$ cat config.mk
export PLATFORM = sky130hd
export DESIGN_NAME = slcm_ram
export DESIGN_NICKNAME = d
export VERILOG_FILES = /design/src/hdl/slcm_ram.sv
export SDC_FILE = /design/constraint.sdc
export NUM_CORES = 1
export LEC_CHECK = 0
export ABC_AREA = 1
export BUFFER_PORTS_ARGS = -buffer_cell sky130_fd_sc_hd__buf_4
export CORE_UTILIZATION = 51
export DETAILED_ROUTE_END_ITERATION = 16
export GPL_ROUTABILITY_DRIVEN = 0
export HOLD_SLACK_MARGIN = 0.02
export PLACE_DENSITY = 0.77
export SLEW_MARGIN = 20
export SYNTH_ARGS = -nofsm -noshare
export SYNTH_HDL_FRONTEND = slang
export SYNTH_SLANG_ARGS = --single-unit
$ cat constraint.sdc
create_clock -name clk_i -period 0.95 [get_ports clk_i]
set_input_delay 0.0475 -clock clk_i [delete_from_list [all_inputs] [get_ports clk_i]]
set_output_delay 0.0475 -clock clk_i [all_outputs]
set_load 0.03 [all_outputs]
$ cat src/hdl/slcm_ram.sv
`timescale 1ns / 1ps
// Generic single-write, single-read RAM with registered read data.
module slcm_ram #(
  parameter int Width = 8,
  parameter int Depth = 16
) (
  input  logic                                    clk_i,
  input  logic                                    we_i,
  input  logic [((Depth > 1) ? $clog2(Depth) : 1)-1:0] waddr_i,
  input  logic [Width-1:0]                        wdata_i,
  input  logic                                    re_i,
  input  logic [((Depth > 1) ? $clog2(Depth) : 1)-1:0] raddr_i,
  output logic [Width-1:0]                        rdata_o
);

  logic [Width-1:0] mem_q [Depth];

  always_ff @(posedge clk_i) begin
    if (we_i) begin
      mem_q[waddr_i] <= wdata_i;
    end
    if (re_i) begin
      rdata_o <= mem_q[raddr_i];
    end
  end

endmodule

==> impl_summary.txt <==
----------------------------------------------------
[Status]
  Run status ... finished, violations left
  Violated checks ... setup timing

[Die]
  Initial cell density of the core ... between 50% and 60%
  Placeable core region ... 10980 sq um
  Overall die area ... 11900 sq um
  Top Ports ... 27
  # rows ... 38
  Die width ... 109.1 um
  Die Y ... 109.1 um

[Final layout]
  Share of layout cells above drive strength 1 ... 19.16%
  Post-route non-filler standard cell count ... 761
  Antenna Cells ... 0
  Design Area, Final ... 7123 sq um
  Signed area change from the synthesized netlist to the final layout ... 21.83%
  Total number of nets in the final design ... 627

[Timing]
  Period utilization ... 120.5%
  Max-slew violation count ... 0
  Post-Route Hold Slack ... 0.06031 ns
  Smallest setup slack after layout ... -0.1945 ns
  RSZ-0062 raised after global routing ... true
  Number of setup violations in the final report ... 16
  Clock Skew ... between 0.006 and 0.007 ns
  Total count of hold-check failures in the final report ... 0
  Transition at the pin with the smallest max-transition slack ... 0.6083 ns
  TNS Setup ... -1.633 ns
  Maximum achievable frequency ... 873.7 MHz
  Post-layout minimum cycle time ... 1.145 ns
  Max-slew headroom ... around three fifths

[Synthesis]
  YS warnings ... 0
  Distinct cells, synth ... 11
  Number of cells produced by synthesis ... 551
  Synthesized area ... 5847 sq um
  Cells taking the most area after synthesis ... sky130_fd_sc_hd__edfxtp_1 (70%), sky130_fd_sc_hd__nand2_1 (11%), sky130_fd_sc_hd__nand3_1 (8.3%), sky130_fd_sc_hd__inv_1 (6.4%), sky130_fd_sc_hd__buf_6 (1.2%)
  Synthesized net count ... 570
  Post-synthesis cell type with the largest combined area ... sky130_fd_sc_hd__edfxtp_1
  Share of Yosys cell area claimed by the top area cell type ... 69.85%
  Fraction of the yosys area taken by sequential cells ... a little over two thirds
  Post-synthesis sequential element count ... 136
  Synth Area per Inst ... 10.61 sq um

[Setup path]
  Setup slack on the worst flop-to-flop path ... -0.19 ns
  Most Frequent Cell on Critical Path ... sky130_fd_sc_hd__nand3_2
  Worst reg2reg path depth ... 6
  Kind of critical path ... register to register
  Delay of the slowest critical-path stage ... 0.41 ns
  Critical path required time ... 1.12 ns
  Library cell contributing the largest single delay on the critical path ... sky130_fd_sc_hd__edfxtp_1
  Maximum fanout along the worst path ... 1
  Kind of launch point of the worst setup path ... register
  Critical Path End Type ... register
  Reg-to-reg critical path startpoint ... mem_q[12][0]$_DFFE_PP_
  Capture point of the worst reg-to-reg path ... rdata_o[0]$_DFFE_PP_
  Ordered cell list for the critical path ... inv_1 -> nand2_1 -> nand3_2 -> nand3_2 -> nand3_2 -> nand2_2
  Arrival @ worst endpoint ... 1.31 ns

[Global routing]
  Maximum number of pins on one net before global-route repair ... 38
  Global-route wire length before repair ... 20430 um
  Antenna violations before repair ... 0
  Overall fraction of global-route tracks in use ... 24.21%
  Number of global-route vias before repair ... a little under 4000
  Total gr overflow ... 0

[Drt]
  Met1 routed wirelength after detailed routing ... roughly 5600 um
  Vias/cell ... ~5.4
  Total met2 wirelength after detailed routing ... between 6000 and 7000 um
  # DRC ... 0
  Routed length per placed instance ... 17.47 um
  Initial DRC Count ... 369
  Routed WL ... ~13000 um
  Count of vias placed by the detailed router ... 4074
  Antenna-violating nets left ... 0
  Number of iterations in the first detailed-routing pass ... 5
  Met3 wire length ... 1056 um
  Uppermost metal layer occupied by signal nets ... met4

[Placement]
  Placed cell count ... 720
  Worst slack after detailed placement ... -0.3245 ns
  Count of input and output buffers ... 26
  Total placed instance area ... 6309 sq um
  Half-perimeter wire length after detailed placement ... 8236 um

[Clocking]
  TritonCTS Buffers ... 17
  Clk buf depth ... 2
  Clock insertion delay at the later pin of the skew report ... 0.41 ns
  TritonCTS clock tree ... yes
  Count of clock tree sinks ... 136
  H-tree level count ... 4
  CTS root buffer ... sky130_fd_sc_hd__clkbuf_16
  CTS clock-pin slew for the worst setup and hold paths ... 0.06 ns

[Hold path]
  Hold path startpoint ... raddr_i[3]
  Number of cells on the worst hold path ... 3
  Destination of the worst hold path ... rdata_o[6]$_DFFE_PP_
  Min-delay worst type ... primary input to register

[Power and ir drop]
  Worst-case vdd ir drop ... 1189 uV
  Leak pwr ... 3.074 nW
  PwrDens ... 1937 nW/um^2

[Job]
  Max cap viols ... 0

----------------------------------------------------
[power by group]
part / switching, mW / total [mW] / leakage [nW] / internal [mW]
logic: 0.682 / 1.05 / 1.58 / 0.364
clock network: 2.39 / 5.94 / 0.258 / 3.55
registers: 0.0479 / 6.81 / 1.24 / 6.76
[logic make-up after synthesis]
logic type | synth area share, %
AND/OR/NAND/NOR | 20.76
buffers and inverters | 9.394
flip-flops | 69.85
[placed cells by master, fill, tap and decap left out, drive strengths merged]
master,netlist,final
nand2,173,173
edfxtp,136,136
inv,102,102
nand3,97,97
buf,24,53
clkbuf,0,18
nor2,17,17
clkinv,0,10
dlygate4sd3,0,9
clkinvlp,0,3
nand3b,2,2
bufinv,0,1
[area by class of cell]
class | count | area (sq um)
Sequential cell | 136 | 4084
Fill cell | 769 | 3860
Multi-Input combinational cell | 289 | 1374
Timing Repair Buffer | 62 | 568.0
Clock buffer | 18 | 429.2
Inverter | 102 | 382.9
Tap cell | 140 | 175.2
Clock inverter | 14 | 110.1
[critical path, delay by kind of cell (launching register included)]
kind,cells,cell delay (ns)
DFF,1,0.41
and+or+nand+nor,5,0.41
buffers and inverters,1,0.08
[per-stage QoR]
step | util [%] | total power, mW
detailed placement | 57.44 | 7.852
floorplan | - | 7.450
finish | 64.86 | 13.80
CTS | 64.24 | 13.81
global route | 64.86 | 14.17
global placement | 57.44 | 7.824
[cell usage after synthesis]
| cell | instances |
|---|---|
| sky130_fd_sc_hd__nand2_1 | 173 |
| sky130_fd_sc_hd__edfxtp_1 | 136 |
| sky130_fd_sc_hd__inv_1 | 100 |
| sky130_fd_sc_hd__nand3_1 | 97 |
| sky130_fd_sc_hd__nor2_1 | 17 |
| sky130_fd_sc_hd__buf_2 | 13 |
| sky130_fd_sc_hd__buf_6 | 6 |
| sky130_fd_sc_hd__buf_4 | 4 |
| sky130_fd_sc_hd__inv_2 | 2 |
| sky130_fd_sc_hd__nand3b_1 | 2 |
| sky130_fd_sc_hd__buf_1 | 1 |
[flip-flops by register name (all words and copies together) (netlist names)]
name and flops:
mem_q 128, rdata_o 8
[how the worst max path moves through the flow]
stage / startpoint / end / slack [ns] / cells after the start
detailed placement: raddr_i[0] / rdata_o[0]$_DFFE_PP_ / -0.32 / 8
global route: mem_q[1][3]$_DFFE_PP_ / rdata_o[3]$_DFFE_PP_ / -0.24 / 6
global placement: raddr_i[0] / rdata_o[3]$_DFFE_PP_ / -0.28 / 8
finish: mem_q[12][0]$_DFFE_PP_ / rdata_o[0]$_DFFE_PP_ / -0.19 / 6
CTS: mem_q[13][0]$_DFFE_PP_ / rdata_o[0]$_DFFE_PP_ / -0.16 / 6
floorplan: waddr_i[2] / mem_q[10][0]$_DFFE_PP_ / -0.05 / 2
[routing by layer]
metal / vias to the layer above / global-route usage, %
li1: 1895 / -
met1: 1929 / 32.56
met2: 214 / 36.39
met3: 36 / 6.455
met4: 0 / 12.07
met5: - / 0
[what timing repair did]
item | CTS | global route
pin swaps | 13 | 11
hold endpoints to repair | 121 | 0
resized for setup | 27 | 15
buffers inserted | 0 | 0
cloned | 0 | 0
hold buffers | 9 | 0
endpoints found under the setup margin | 16 | 16
Note: power is estimated with default switching activity, not from simulation.
