$ cat src/hdl/slcm_pkg.sv
`timescale 1ns / 1ps
// Shared types, constants and helpers for the set-associative LRU cache model.
package slcm_pkg;

  localparam int MAX_SET_BITS_DEF = 6;
  localparam int MAX_WAYS_DEF     = 8;
  localparam int STAMP_WIDTH_DEF  = 32;

  localparam int ADDR_W  = 64;
  localparam int TAG_W   = 62;
  localparam int TOTAL_W = 32;

  localparam int SET_BITS_W   = 3;
  localparam int WAYS_W       = 4;
  localparam int BLOCK_BITS_W = 6;
  localparam int CFG_IDX_W    = 2;
  localparam int CFG_DATA_W   = 6;

  localparam logic [SET_BITS_W-1:0]   SET_BITS_RST   = 3'd4;
  localparam logic [WAYS_W-1:0]       WAYS_RST       = 4'd1;
  localparam logic [BLOCK_BITS_W-1:0] BLOCK_BITS_RST = 6'd4;

  localparam logic [CFG_IDX_W-1:0] CFG_SET_BITS   = 2'd0;
  localparam logic [CFG_IDX_W-1:0] CFG_WAYS       = 2'd1;
  localparam logic [CFG_IDX_W-1:0] CFG_BLOCK_BITS = 2'd2;

  typedef enum logic [1:0] {
    MODE_LOAD   = 2'd0,
    MODE_STORE  = 2'd1,
    MODE_MODIFY = 2'd2,
    MODE_IFETCH = 2'd3
  } mode_e;

  typedef struct packed {
    logic hit;
    logic evict;
  } lookup_t;

  function automatic logic [TOTAL_W-1:0] sat_inc(input logic [TOTAL_W-1:0] v);
    sat_inc = (v == '1) ? v : v + TOTAL_W'(1);
  endfunction

endpackage

$ cat src/hdl/slcm_way_select.sv
`timescale 1ns / 1ps
// Tag match and LRU victim search across the ways of one set row.
module slcm_way_select #(
  parameter int MaxWays    = slcm_pkg::MAX_WAYS_DEF,
  parameter int StampWidth = slcm_pkg::STAMP_WIDTH_DEF,
  localparam int WayW      = (MaxWays > 1) ? $clog2(MaxWays) : 1
) (
  input  logic [MaxWays*slcm_pkg::TAG_W-1:0] tags_i,
  input  logic [MaxWays*StampWidth-1:0]      stamps_i,
  input  logic [slcm_pkg::TAG_W-1:0]         tag_i,
  input  logic [5:0]                         ways_i,
  output slcm_pkg::lookup_t                  lookup_o,
  output logic [WayW-1:0]                    way_o
);

  localparam int TagW = slcm_pkg::TAG_W;

  logic [MaxWays-1:0] in_use;
  logic [MaxWays-1:0] cand;
  logic               found;
  logic [WayW-1:0]    hit_way;
  logic [WayW-1:0]    victim_way;
  logic               victim_valid;

  always_comb begin
    for (int w = 0; w < MaxWays; w++) begin
      in_use[w] = 6'(w) < ways_i;
    end
  end

  always_comb begin
    found   = 1'b0;
    hit_way = '0;
    for (int w = 0; w < MaxWays; w++) begin
      if (!found && in_use[w] && (stamps_i[w*StampWidth +: StampWidth] != '0) &&
          (tags_i[w*TagW +: TagW] == tag_i)) begin
        found   = 1'b1;
        hit_way = WayW'(w);
      end
    end
  end

  // smallest stamp wins, ties go to the highest way
  always_comb begin
    for (int w = 0; w < MaxWays; w++) begin
      cand[w] = in_use[w];
      for (int v = 0; v < MaxWays; v++) begin
        if (v < w && in_use[v]) begin
          cand[w] = cand[w] && (stamps_i[w*StampWidth +: StampWidth] <=
                                stamps_i[v*StampWidth +: StampWidth]);
        end else if (v > w && in_use[v]) begin
          cand[w] = cand[w] && (stamps_i[w*StampWidth +: StampWidth] <
                                stamps_i[v*StampWidth +: StampWidth]);
        end
      end
    end
  end

  always_comb begin
    victim_way   = '0;
    victim_valid = 1'b0;
    for (int w = 0; w < MaxWays; w++) begin
      if (cand[w]) begin
        victim_way   = victim_way | WayW'(w);
        victim_valid = victim_valid | (stamps_i[w*StampWidth +: StampWidth] != '0);
      end
    end
  end

  assign lookup_o.hit   = found;
  assign lookup_o.evict = !found && victim_valid;
  assign way_o          = found ? hit_way : victim_way;

endmodule

$ cat config.mk
export PLATFORM = sky130hd
export DESIGN_NAME = slcm_way_select
export DESIGN_NICKNAME = d
export VERILOG_FILES = /design/src/hdl/slcm_pkg.sv /design/src/hdl/slcm_way_select.sv
export SDC_FILE = /design/constraint.sdc
export NUM_CORES = 2
export LEC_CHECK = 0
export ABC_AREA = 1
export BUFFER_PORTS_ARGS = -buffer_cell sky130_fd_sc_hd__buf_2
export CELL_PAD_IN_SITES_DETAIL_PLACEMENT = 1
export CELL_PAD_IN_SITES_GLOBAL_PLACEMENT = 1
export CORE_AREA = 2 2 317 319
export DETAILED_ROUTE_END_ITERATION = 7
export DIE_AREA = 0 0 319 321
export GPL_TIMING_DRIVEN = 0
export PLACE_DENSITY_LB_ADDON = 0.1
export REMOVE_ABC_BUFFERS = 1
export SYNTH_ARGS = -nofsm -noshare
export SYNTH_HDL_FRONTEND = slang
export SYNTH_SLANG_ARGS = --single-unit
$ cat constraint.sdc
create_clock -name vclk -period 2.8
set_input_delay 0.42 -clock vclk [all_inputs]
set_output_delay 0.42 -clock vclk [all_outputs]
set_load 0.02 [all_outputs]
==> impl_metrics.json <==
{
  "setup_ws_ns": -0.771,
  "antenna_found_initial": 57,
  "netlist_area_um2": 29400,
  "synth_top_family_by_area": "adder cells",
  "io_buffers": 825,
  "regArea_um2": 0,
  "vias": 38272,
  "grt_pass1_wl_mm": 277,
  "grt_max_degree": 11,
  "rows": 116,
  "hold_class": "in2out",
  "postCtsHoldBufs": 0,
  "grt_use_total": 0.383,
  "synth-simple-area-share": 0.308,
  "start_util": 0.296,
  "final_cell_mix": "nand2_1, ha_1, buf_2",
  "grt_overflow_total": 0,
  "seq_cell_count": 0,
  "place_hpwl_mm": 179,
  "layout_commonest_cell": "nand2_1",
  "finalHoldViolations": 0,
  "rsz0062_at_grt": "true",
  "path_max_fanout": 8,
  "setup_tns_ns": -3.31,
  "synth-xor-area-share": 0.0866,
  "drv_cap": 0,
  "synth.distinct_cells": 45,
  "area_growth_pct": 27.9,
  "place_congestion": 1.03,
  "endpoint_kind": "output port",
  "yosysSeqAreaShare": 0,
  "cp.required_ns": 2.38,
  "synthMuxAreaShare": 0,
  "status": "complete, but fails checks",
  "grt_pass1_vias": 36854,
  "synth_adder_area_share": 0.381,
  "drc": 0,
  "dieWidth_um": 319,
  "antenna_left": 0,
  "power_density_nw_per_um2": 176,
  "wl_mm": 206,
  "setup_viol": 5,
  "slew_headroom": 0.320,
  "critPathArrivalTime_ns": 3.15,
  "violations": "setup timing",
  "wl_per_cell_um": 29.5,
  "dr.pass1.iters": 5,
  "core-area_um2": 99300,
  "vdd_drop_max_uv": 208,
  "multi_input_area_um2": 28200,
  "vias_per_cell": 5.49,
  "slew_violations": 0,
  "first_iter_violations": 2798,
  "total_power_mw": 6.64,
  "clkbuf_count": 0,
  "timing.final.crit_period_ns": 3.57,
  "path_class": "in2out",
  "p_leak_nw": 20.4,
  "syn_avg_cell_area_um2": 6.19,
  "fin_nets": 7359,
  "die_area_um2": 102000,
  "die_h_um": 321,
  "cp-start-kind": "input port",
  "layout-drive-gt1-share": 0.231,
  "n_fill_cell": 13256,
  "fmax_mhz": 280,
  "synth_compound_area_frac": 0.137,
  "fin_crit_sh": 1.28,
  "worst_slew_pin_slew_ns": 1.01,
  "ys_warn_count": 0,
  "syn-instance-count": 4755,
  "ios": 825
}
-- layer usage --
metal  GRT usage  routed length [um]
met1       0.510               88900
met5           0                 201
met4       0.170               11600
met2       0.619               90700
met3      0.0453               14300
-- metrics by stage --
step | hold WS [ns] | worst slack, ns | area (um2) | instances | util
final | 1.61 | -0.771 | 37700 | 6970 | 0.379
after global routing | 1.64 | -0.817 | 37600 | 6955 | 0.379
after CTS | 1.59 | -0.728 | 36100 | 6874 | 0.364
after detailed placement | 1.65 | -1.70 | 34800 | 6821 | 0.350
after global placement | 1.66 | -2.62 | 34800 | 6820 | 0.350
after floorplan | 1.30 | 0.155 | 29000 | 4697 | -
-- cell usage after synthesis (3+ instances only) --
cell	n	area, um2
o21ai_0	173	866
o21bai_1	14	105
o22ai_1	14	87.6
o21ai_2	4	35.0
nor2_4	6	67.6
buf_2	6	30.0
nand3b_1	3	22.5
nand4_1	144	901
buf_4	50	375
nand3_2	4	40.0
a21oi_1	438	2190
inv_2	41	154
nand3_1	65	325
nand2_1	1342	5040
o21a_1	53	398
ha_1	896	11200
nor2_1	495	1860
a22o_1	6	52.6
nor3b_1	4	30.0
nor4_1	51	319
a21o_1	5	37.5
xnor2_1	169	1480
o211ai_1	3	22.5
o21ai_1	39	195
nor3_1	41	205
xor2_1	122	1070
nor2_2	10	62.6
nand2_2	8	50.1
inv_1	529	1990
-- logic make-up (layout without fill, tap and decap cells) --
family | after synthesis | in the layout
AND/OR/NAND/NOR | 2186 | 2186
buffers and inverters | 630 | 1516
adder cells (fa/ha/maj) | 896 | 896
other | 0 | 31
AO/OA/AOI/OAI | 752 | 752
XOR/XNOR | 291 | 291
-- layout make-up --
class	instances	share of cell area
antenna	31	0.00206
multi-input combinational	4125	0.750
timing repair buffer	944	0.144
inverter	572	0.0603
tap	1298	0.0431
-- what timing repair did --
action,4_1_cts,5_1_grt
pin swaps,57,103
endpoints found under the setup margin,5,5
buffers inserted,53,66
gates cloned,0,0
resized for setup,202,227
-- final timing paths --
kind | startpoint | to | slack [ns] | depth (start not counted)
worst max-delay path | stamps_i[31] | way_o[2] | -0.77 | 17
worst min-delay path | ways_i[0] | way_o[1] | 1.61 | 7
-- worst max-delay path, stage by stage --
cell and delay [ns]:
buf_8 0.07, clkinvlp_4 0.25, ha_4 0.39, nand2_4 0.05, nor2_4 0.10, nand2_4 0.08
nor4_2 0.20, buf_4 0.24, nand4_1 0.28, nand2_1 0.21, nand2_2 0.08, a21oi_2 0.14
nand2_1 0.08, nand4_1 0.09, nor2_2 0.06, nor2_4 0.21, buf_6 0.16
-- where the power goes --
part	leakage [nW]	total [mW]	switching, mW	internal (mW)
Sequential	0	0	0	0
Clock	0.000196	0.00000153	0	0.00000153
Combinational	20.4	6.64	4.30	2.35
No activity file was read; power rests on OpenSTA's default activity.
